File: config.mk
export PLATFORM = sky130hd
export DESIGN_NAME = encoder_position_velocity_top
export DESIGN_NICKNAME = d
export VERILOG_FILES = /design/src/design/epv_pkg.sv /design/src/design/epv_front.sv /design/src/design/epv_div.sv /design/src/design/epv_back.sv /design/src/design/encoder_position_velocity_top.sv
export SDC_FILE = /design/constraint.sdc
export NUM_CORES = 2
export LEC_CHECK = 0
export BUFFER_PORTS_ARGS = -buffer_cell sky130_fd_sc_hd__buf_4
export CAP_MARGIN = 20
export CORE_MARGIN = 1
export CORE_UTILIZATION = 50
export CTS_BUF_LIST = sky130_fd_sc_hd__clkbuf_4 sky130_fd_sc_hd__clkbuf_8
export CTS_CLUSTER_DIAMETER = 40
export DETAILED_ROUTE_END_ITERATION = 7
export GPL_TIMING_DRIVEN = 0
export PLACE_DENSITY = 0.7
export RECOVER_POWER = 100
export SLEW_MARGIN = 5
export SYNTH_ARGS = -nofsm -noshare
export SYNTH_HDL_FRONTEND = slang
export SYNTH_SLANG_ARGS = --single-unit
File: constraint.sdc
create_clock -name clk -period 13.03 [get_ports clk]
set_clock_uncertainty 0.2 [all_clocks]
set_input_delay 1.303 -clock clk [delete_from_list [all_inputs] [get_ports clk]]
set_output_delay 1.303 -clock clk [all_outputs]
set_load 0.02 [all_outputs]
File: src/design/epv_pkg.sv
package epv_pkg;

	// request kinds as they arrive on s_tuser
	localparam logic [1:0] REQ_EDGE  = 2'd0;
	localparam logic [1:0] REQ_QUERY = 2'd1;
	localparam logic [1:0] REQ_RESET = 2'd2;
	localparam logic [1:0] REQ_READ  = 2'd3;

	localparam int unsigned US_PER_S_W = 20;
	localparam logic [US_PER_S_W-1:0] US_PER_S = 20'd1000000;

	localparam int unsigned DIVIDEND_W = 52;
	localparam int unsigned DIVISOR_W  = 32;

	localparam int unsigned IN_DATA_W  = 56;
	localparam int unsigned OUT_DATA_W = 64;

	// operations after classification in the front end
	typedef enum logic [2:0] {
		OP_UP    = 3'd0,
		OP_DOWN  = 3'd1,
		OP_QUERY = 3'd2,
		OP_RESET = 3'd3,
		OP_READ  = 3'd4
	} op_t;

	typedef struct packed {
		op_t         op;
		logic [31:0] now_us;
	} item_t;

	typedef enum logic [3:0] {
		ST_IDLE = 4'b0001,
		ST_MUL  = 4'b0010,
		ST_DIV  = 4'b0100,
		ST_DONE = 4'b1000
	} back_state_t;

	typedef struct packed {
		logic                  start;
		logic [DIVIDEND_W-1:0] dividend;
		logic [DIVISOR_W-1:0]  divisor;
	} div_req_t;

endpackage

File: src/design/epv_front.sv
module epv_front import epv_pkg::*; #(
	parameter int unsigned DEPTH = 4
) (
	input  logic                 clk,
	input  logic                 arst_n,
	input  logic                 s_tvalid,
	output logic                 s_tready,
	input  logic [IN_DATA_W-1:0] s_tdata,
	input  logic [1:0]           s_tuser,
	output logic                 q_valid,
	output item_t                q_item,
	input  logic                 q_pop
);

	localparam int unsigned PW = (DEPTH > 1) ? $clog2(DEPTH) : 1;
	localparam int unsigned CW = $clog2(DEPTH + 1);

	item_t          mem_q [DEPTH];
	logic [PW-1:0]  wr_ptr_q;
	logic [PW-1:0]  rd_ptr_q;
	logic [CW-1:0]  count_q;
	item_t          in_item;
	logic           push;
	logic           pop;

	// a query with a zero window behaves exactly like a plain read
	always_comb begin
		in_item.now_us = s_tdata[32:1];
		unique case (s_tuser)
			REQ_EDGE:  in_item.op = s_tdata[0] ? OP_UP : OP_DOWN;
			REQ_QUERY: in_item.op = (s_tdata[48:33] == 16'd0) ? OP_READ : OP_QUERY;
			REQ_RESET: in_item.op = OP_RESET;
			REQ_READ:  in_item.op = OP_READ;
		endcase
	end

	assign s_tready = (count_q != CW'(DEPTH));
	assign q_valid  = (count_q != '0);
	assign q_item   = mem_q[rd_ptr_q];
	assign push     = s_tvalid && s_tready;
	assign pop      = q_pop && q_valid;

	always_ff @(posedge clk) begin
		if (push) begin
			mem_q[wr_ptr_q] <= in_item;
		end
	end

	always_ff @(posedge clk or negedge arst_n) begin
		if (!arst_n) begin
			wr_ptr_q <= '0;
			rd_ptr_q <= '0;
			count_q  <= '0;
		end else begin
			if (push) begin
				wr_ptr_q <= (wr_ptr_q == PW'(DEPTH - 1)) ? '0 : wr_ptr_q + PW'(1);
			end
			if (pop) begin
				rd_ptr_q <= (rd_ptr_q == PW'(DEPTH - 1)) ? '0 : rd_ptr_q + PW'(1);
			end
			if (push && !pop) begin
				count_q <= count_q + CW'(1);
			end else if (pop && !push) begin
				count_q <= count_q - CW'(1);
			end
		end
	end

endmodule

File: src/design/epv_div.sv
module epv_div import epv_pkg::*; (
	input  logic                  clk,
	input  logic                  arst_n,
	input  div_req_t              req,
	output logic                  done,
	output logic [DIVIDEND_W-1:0] quotient
);

	localparam int unsigned STEPS = 2;
	localparam int unsigned ITER  = DIVIDEND_W / STEPS;
	localparam int unsigned CNT_W = $clog2(ITER);

	logic [DIVISOR_W-1:0]  rem_q;
	logic [DIVIDEND_W-1:0] dq_q;
	logic [DIVISOR_W-1:0]  dsr_q;
	logic [CNT_W-1:0]      cnt_q;
	logic                  busy_q;
	logic                  done_q;
	logic [DIVISOR_W-1:0]  rem_d;
	logic [DIVIDEND_W-1:0] dq_d;

	// restoring division, two quotient bits per cycle; quotient shifts in at the bottom
	always_comb begin
		logic [DIVISOR_W:0]    r;
		logic [DIVIDEND_W-1:0] d;
		r = {1'b0, rem_q};
		d = dq_q;
		for (int i = 0; i < STEPS; i++) begin
			r = {r[DIVISOR_W-1:0], d[DIVIDEND_W-1]};
			d = {d[DIVIDEND_W-2:0], 1'b0};
			if (r >= {1'b0, dsr_q}) begin
				r = r - {1'b0, dsr_q};
				d[0] = 1'b1;
			end
		end
		rem_d = r[DIVISOR_W-1:0];
		dq_d  = d;
	end

	always_ff @(posedge clk) begin
		if (req.start) begin
			rem_q <= '0;
			dq_q  <= req.dividend;
			dsr_q <= req.divisor;
		end else if (busy_q) begin
			rem_q <= rem_d;
			dq_q  <= dq_d;
		end
	end

	always_ff @(posedge clk or negedge arst_n) begin
		if (!arst_n) begin
			busy_q <= 1'b0;
			done_q <= 1'b0;
			cnt_q  <= '0;
		end else begin
			done_q <= 1'b0;
			if (req.start) begin
				busy_q <= 1'b1;
				cnt_q  <= '0;
			end else if (busy_q) begin
				if (cnt_q == CNT_W'(ITER - 1)) begin
					busy_q <= 1'b0;
					done_q <= 1'b1;
				end else begin
					cnt_q <= cnt_q + CNT_W'(1);
				end
			end
		end
	end

	assign done     = done_q;
	assign quotient = dq_q;

endmodule

File: src/design/epv_back.sv
module epv_back import epv_pkg::*; (
	input  logic                  clk,
	input  logic                  arst_n,
	input  logic                  q_valid,
	input  item_t                 q_item,
	output logic                  q_pop,
	output logic                  m_tvalid,
	input  logic                  m_tready,
	output logic [OUT_DATA_W-1:0] m_tdata,
	output logic                  m_tuser,
	output div_req_t              div_req,
	input  logic                  div_done,
	input  logic [DIVIDEND_W-1:0] div_quot
);

	back_state_t state_q;
	back_state_t state_d;
	logic [31:0] position_q;
	logic [31:0] ref_pos_q;
	logic [31:0] ref_time_q;
	logic        neg_q;
	logic [31:0] mag_q;
	logic [31:0] dus_q;
	logic [31:0] now_q;
	logic        out_valid_q;
	logic [31:0] out_pos_q;
	logic [31:0] out_speed_q;
	logic        out_fresh_q;

	logic        slot_free;
	logic [31:0] dticks;
	logic [31:0] dus;
	logic [31:0] speed_sat;
	logic        load;
	logic [31:0] load_pos;
	logic [31:0] load_speed;
	logic        load_fresh;

	assign slot_free = !out_valid_q || m_tready;
	assign dticks    = position_q - ref_pos_q;
	assign dus       = q_item.now_us - ref_time_q;
	assign q_pop     = (state_q == ST_IDLE) && q_valid && slot_free;

	// magnitude product feeds the divider register directly
	assign div_req.start    = (state_q == ST_MUL);
	assign div_req.dividend = DIVIDEND_W'(mag_q) * DIVIDEND_W'(US_PER_S);
	assign div_req.divisor  = dus_q;

	// clamp the quotient magnitude into the signed 32-bit range
	always_comb begin
		if (neg_q) begin
			if ((div_quot[DIVIDEND_W-1:32] != '0) || (div_quot[31] && (div_quot[30:0] != '0))) begin
				speed_sat = 32'h8000_0000;
			end else begin
				speed_sat = -div_quot[31:0];
			end
		end else begin
			if (div_quot[DIVIDEND_W-1:31] != '0) begin
				speed_sat = 32'h7fff_ffff;
			end else begin
				speed_sat = div_quot[31:0];
			end
		end
	end

	always_comb begin
		state_d    = state_q;
		load       = 1'b0;
		load_pos   = position_q;
		load_speed = '0;
		load_fresh = 1'b0;
		unique case (state_q)
			ST_IDLE: begin
				if (q_pop) begin
					unique case (q_item.op)
						OP_UP: begin
							load     = 1'b1;
							load_pos = position_q + 32'd1;
						end
						OP_DOWN: begin
							load     = 1'b1;
							load_pos = position_q - 32'd1;
						end
						OP_RESET: begin
							load     = 1'b1;
							load_pos = '0;
						end
						OP_QUERY: begin
							if (dus == '0) begin
								load = 1'b1;
							end else begin
								state_d = ST_MUL;
							end
						end
						default: begin
							load = 1'b1;
						end
					endcase
				end
			end
			ST_MUL: state_d = ST_DIV;
			ST_DIV: begin
				if (div_done) begin
					state_d = ST_DONE;
				end
			end
			ST_DONE: begin
				if (slot_free) begin
					load       = 1'b1;
					load_speed = speed_sat;
					load_fresh = 1'b1;
					state_d    = ST_IDLE;
				end
			end
			default: state_d = ST_IDLE;
		endcase
	end

	always_ff @(posedge clk) begin
		if (load) begin
			out_pos_q   <= load_pos;
			out_speed_q <= load_speed;
			out_fresh_q <= load_fresh;
		end
		if (q_pop && (q_item.op == OP_QUERY)) begin
			neg_q <= dticks[31];
			mag_q <= dticks[31] ? -dticks : dticks;
			dus_q <= dus;
			now_q <= q_item.now_us;
		end
	end

	always_ff @(posedge clk or negedge arst_n) begin
		if (!arst_n) begin
			state_q     <= ST_IDLE;
			position_q  <= '0;
			ref_pos_q   <= '0;
			ref_time_q  <= '0;
			out_valid_q <= 1'b0;
		end else begin
			state_q <= state_d;
			if (load) begin
				out_valid_q <= 1'b1;
			end else if (m_tready) begin
				out_valid_q <= 1'b0;
			end
			if (q_pop) begin
				unique case (q_item.op)
					OP_UP:   position_q <= position_q + 32'd1;
					OP_DOWN: position_q <= position_q - 32'd1;
					OP_RESET: begin
						position_q <= '0;
						ref_pos_q  <= '0;
						ref_time_q <= q_item.now_us;
					end
					default: ;
				endcase
			end
			if ((state_q == ST_DONE) && slot_free) begin
				ref_pos_q  <= position_q;
				ref_time_q <= now_q;
			end
		end
	end

	assign m_tvalid = out_valid_q;
	assign m_tdata  = {out_speed_q, out_pos_q};
	assign m_tuser  = out_fresh_q;

endmodule

File: src/design/encoder_position_velocity_top.sv
// x1 quadrature position counter with velocity estimate. Each input transaction is
// one request (edge, velocity query, count reset, count read) and gives exactly one
// output transaction with the count after it, plus the speed in ticks per second
// and a fresh flag on queries. Requests enter a FIFO_DEPTH-entry queue, so the
// input keeps taking transactions while the back end works or the output stalls,
// until the queue is full. Edges, resets, reads and queries that return zero
// retire at one per cycle while the output is not stalled, passing through the
// request queue and the output register. A computed query holds the back end
// to issue, do the 32x20 multiply, run the divider that resolves two quotient
// bits a cycle over the 52-bit product, see the divider finish and post the result.
module encoder_position_velocity_top import epv_pkg::*; #(
	parameter int unsigned FIFO_DEPTH = 4
) (
	input  logic                  clk,
	input  logic                  arst_n,
	input  logic                  s_tvalid,
	output logic                  s_tready,
	input  logic [IN_DATA_W-1:0]  s_tdata,  // b_level, now_us, span_ms, zero fill
	input  logic [1:0]            s_tuser,  // req_type
	output logic                  m_tvalid,
	input  logic                  m_tready,
	output logic [OUT_DATA_W-1:0] m_tdata,  // position_count, speed_ticks_per_s
	output logic                  m_tuser   // speed_fresh
);

	logic                  q_valid;
	item_t                 q_item;
	logic                  q_pop;
	div_req_t              div_req;
	logic                  div_done;
	logic [DIVIDEND_W-1:0] div_quot;

	epv_front #(
		.DEPTH (FIFO_DEPTH)
	) u_front (
		.clk      (clk),
		.arst_n   (arst_n),
		.s_tvalid (s_tvalid),
		.s_tready (s_tready),
		.s_tdata  (s_tdata),
		.s_tuser  (s_tuser),
		.q_valid  (q_valid),
		.q_item   (q_item),
		.q_pop    (q_pop)
	);

	epv_div u_div (
		.clk      (clk),
		.arst_n   (arst_n),
		.req      (div_req),
		.done     (div_done),
		.quotient (div_quot)
	);

	epv_back u_back (
		.clk      (clk),
		.arst_n   (arst_n),
		.q_valid  (q_valid),
		.q_item   (q_item),
		.q_pop    (q_pop),
		.m_tvalid (m_tvalid),
		.m_tready (m_tready),
		.m_tdata  (m_tdata),
		.m_tuser  (m_tuser),
		.div_req  (div_req),
		.div_done (div_done),
		.div_quot (div_quot)
	);

endmodule

==> metrics.md <==
| Metric | Value |
|---|---|
| Fmax | `0.1023 GHz` |
| Worst Path Max Fanout | `33` |
| Number of antenna violations at the first check in global routing | `1` |
| Number of storage elements in the synthesis netlist | `533` |
| Gate Count Post-Synth | `3563` |
| Min cycle time layout | `9.777 ns` |
| Worst path arrival time | `9.87 ns` |
| Count leader, synth | `edfxtp_1` |
| Buffers from clock root to sink, at most | `3` |
| Hold path cells | `0` |
| Result of the run | `finished, violations left` |
| Starting utilization of the core area | `50.76%` |
| Unrepaired setup endpoints after global routing | `false` |
| Detailed-route wire length per cell | `17.92 um` |
| Cell area after synthesis | `37160 um^2` |
| Top cell by count, worst path | `clkbuf_1` |
| Worst R2R End | `u_back.m_tuser` |
| Synth cell count leaders | `edfxtp_1 (380), inv_1 (356), ha_1 (319), a21oi_1 (276), nand2_1 (248)` |
| DPL Wire Length | `66.65 mm` |
| Starting DRC count in detailed routing | `1849` |
| Capturing instance or port of the critical path | `u_back.m_tuser` |
| Kind of capture point of the worst setup path | `register` |
| Number of cells on the worst reg-to-reg path | `16` |
| Fin. max-slew vios | `435` |
| Mean post-synth cell area | `10.43 um^2` |
| Via count of the first global-routing pass | `26770` |
| Wirelength, routed | `86.59 mm` |
| Maximum number of pins on one net before global-route repair | `85` |
| Number of buffers inserted by port buffering | `121` |
| Slowest stage delay, CP | `1.43 ns` |
| Most used flip-flop cell after synthesis | `edfxtp_1` |
| Number of remaining DRC errors | `10` |
| Total clock buffers created by CTS | `94` |
| Count of flip-flops with a built-in enable after synthesis | `380` |
| Largest cells by area after synthesis | `edfxtp_1 (31%), ha_1 (11%), dfrtp_1 (7.7%), fa_1 (7.6%), a21oi_1 (3.7%)` |
| Clock tree from TritonCTS | `built` |
| Hold Buf Count CTS | `0` |
| Root Buffer Master | `clkbuf_8` |
| Die Area | `75410 um^2` |
| Max-slew headroom | `-221.2%` |
| Total routing usage reported by global routing | `23.17%` |
| Pre-Repair DR Iteration Count | `8` |
| Clock transition at path regs | `0.06 ns` |
| Warnings, synthesis | `0` |
| Failing checks | `DRC, capacitance limit, slew limit` |
| Crit path launch | `u_front.rd_ptr_q[0]` |
| First-pass GRT wire length | `140.7 mm` |
| Number of nets in the final layout | `4313` |
| Rows | `99` |
| Class of the most critical setup path | `reg -> reg` |
| Width of the die | `274.6 um` |
| Overall die height | `274.6 um` |
| Data required time of the worst path | `13.12 ns` |
| Register-to-register setup slack | `3.25 ns` |
| Layout overhead on the synthesized area | `10.20%` |
| Beginning of the worst register-to-register path | `u_front.rd_ptr_q[0]` |
| Path type of the worst min-delay path | `reg -> reg` |
| Final period utilization | `75.03%` |
| Ordered list of cells on the worst path | `clkbuf_1 > clkbuf_1 > mux4_2 > ha_1 > o21ai_0 > a21oi_1 > a311oi_1 > o41ai_1 > a21boi_0 > o31ai_1 > xnor2_1 > a2111o_1 > nor4_1 > o21bai_1 > nand2_1 > clkbuf_1` |
| Gp weighted congestion | `0.9250` |
| Net count after synthesis | `4085` |
| H-tree depth | `3` |
| Number of gates resized after cts | `0` |
| Clk_lat worst skew | `0.72 ns` |
| Synth cell types | `88` |
| Buffers inserted during post-CTS setup optimization | `0` |
| Share of the yosys chip area belonging to registers | `40.50%` |
| Critical Path Start Type | `register` |
| Worst Max-Slew Pin Slew | `4.818 ns` |
| Top-level I/O count | `129` |
| Drt via density | `5.731` |
| Total of endpoints with negative setup slack in the final report | `0` |
| Floorplan Core Area | `73210 um^2` |
| Cell taking the most area after synthesis | `edfxtp_1` |
| Proportion of layout cells with a drive suffix above 1 | `7.052%` |
| Total number of vias | `27690` |
| Number of failing hold endpoints at the final stage | `0` |
| Share of flip-flops with an asynchronous set or reset | `21.58%` |
| # clock sinks | `533` |
| Cell at the slowest stage of the critical path | `clkbuf_1` |
| Share of Yosys cell area claimed by the top area cell type | `30.71%` |
| Summed negative setup slack over all endpoints | `0 ns` |
| Remaining Overflow, GRT | `0` |
| Count of antenna-violating nets left after detailed routing | `0` |
| # Max-Cap Violations | `11` |
logic make-up (layout without fill, tap and decap cells):
group                      count (synthesis)  count (layout)  synth area share [%]
adders and majority gates                460             460                 18.34
buffers and inverters                    485             793                 4.940
AOI/OAI and AO/OA                        965             965                 16.50
and+or+nand+nor                          798             798                 10.50
xor gates and xnor gates                 202             202                 4.761
DFF                                      533             533                 40.50
muxes                                    120             120                 4.458
other                                      0               1                     0
stage by stage:
step | std cells | cell area (um^2) | utilization, % | setup WS, ns | hold WS (ns)
2_1_floorplan | 3563 | 37160 | - | 6.359 | 0.2003
3_3_place_gp | 4643 | 39270 | 53.64 | 4.143 | 0.2017
3_5_place_dp | 4654 | 39490 | 53.94 | 5.561 | 0.2045
4_1_cts | 4830 | 41540 | 56.74 | 5.532 | 0.2103
5_1_grt | 4831 | 40950 | 55.93 | 2.450 | 0.2145
6_report | 4831 | 40950 | 55.93 | 3.253 | 0.2123
metal layers:
metal | GRT usage, % | wire, um | vias to the layer above
met5 | 0 | 0 | -
met4 | 6.930 | 2150 | 0
met3 | 3.133 | 4547 | 146
met2 | 37.09 | 39180 | 709
met1 | 32.80 | 40710 | 13380
li1 | - | - | 13450
worst max-delay path: cells and delay by family (launching register included):
kind	cells	cell delay, ns
AOI/OAI and AO/OA	8	3.10
buffers and inverters	3	2.80
and+or+nand+nor	2	1.68
muxes	1	0.66
adders and majority gates	1	0.37
DFF	1	0.34
xor gates and xnor gates	1	0.17
layout by cell type, fill, tap and decap left out, types with 26 or more instances in the layout:
master and count:
nand4_1 29, nor2_1 181, o21ai_0 230, nand2_1 248, ha_1 319, mux2i_1 71
o21a_1 26, mux4_2 35, inv_1 356, nor3_1 48, nand2b_1 31, clkbuf_8 96
a22o_1 62, clkbuf_1 227, a21oi_1 277, edfxtp_1 380, o21bai_1 27, dfrtp_1 114
nand3_1 78, dfxtp_1 38, and3_1 34, a21o_1 86, a211oi_1 34, clkbuf_4 31
xnor2_1 123, fa_1 141, a31oi_1 29, o31ai_1 46, xor2_1 79
worst min path at each step:
stage | startpoint | to
2_1_floorplan | u_back.dus_q[0] | u_div.dsr_q[0]
3_3_place_gp | u_back.dus_q[20] | u_div.dsr_q[20]
3_5_place_dp | u_back.dus_q[20] | u_div.dsr_q[20]
4_1_cts | u_back.dus_q[18] | u_div.dsr_q[18]
5_1_grt | u_back.dus_q[15] | u_div.dsr_q[15]
6_report | u_back.dus_q[10] | u_div.dsr_q[10]
sequential cells by signal, indices dropped and copies added (netlist names), 3 cells and up:
name	cells
u_back.dus_q	32
u_back.mag_q	32
u_back.now_q	32
u_back.out_pos_q	32
u_back.out_speed_q	32
u_back.position_q	32
u_back.ref_pos_q	32
u_back.ref_time_q	32
u_back.state_q	4
u_div.cnt_q	5
u_div.dsr_q	32
u_div.quotient	52
u_div.rem_q	32
u_front.count_q	3
u_front.mem_q	140
final cells by class:
class                           instances  area (um^2)
Antenna cell                            1        2.502
Buffer                                128        489.2
Multi-Input combinational cell       2545        20240
Clock inverter                         51        513.0
Tap cell                              959         1200
Inverter                              357         1340
Fill cell                            6380        32260
Sequential cell                       533        15050
Timing Repair Buffer                  132        574.3
Clock buffer                          125         1539
Power is left out: the tool's default activity adds up to more than one toggle a clock period on the data nets, which glitch-free logic cannot reach.
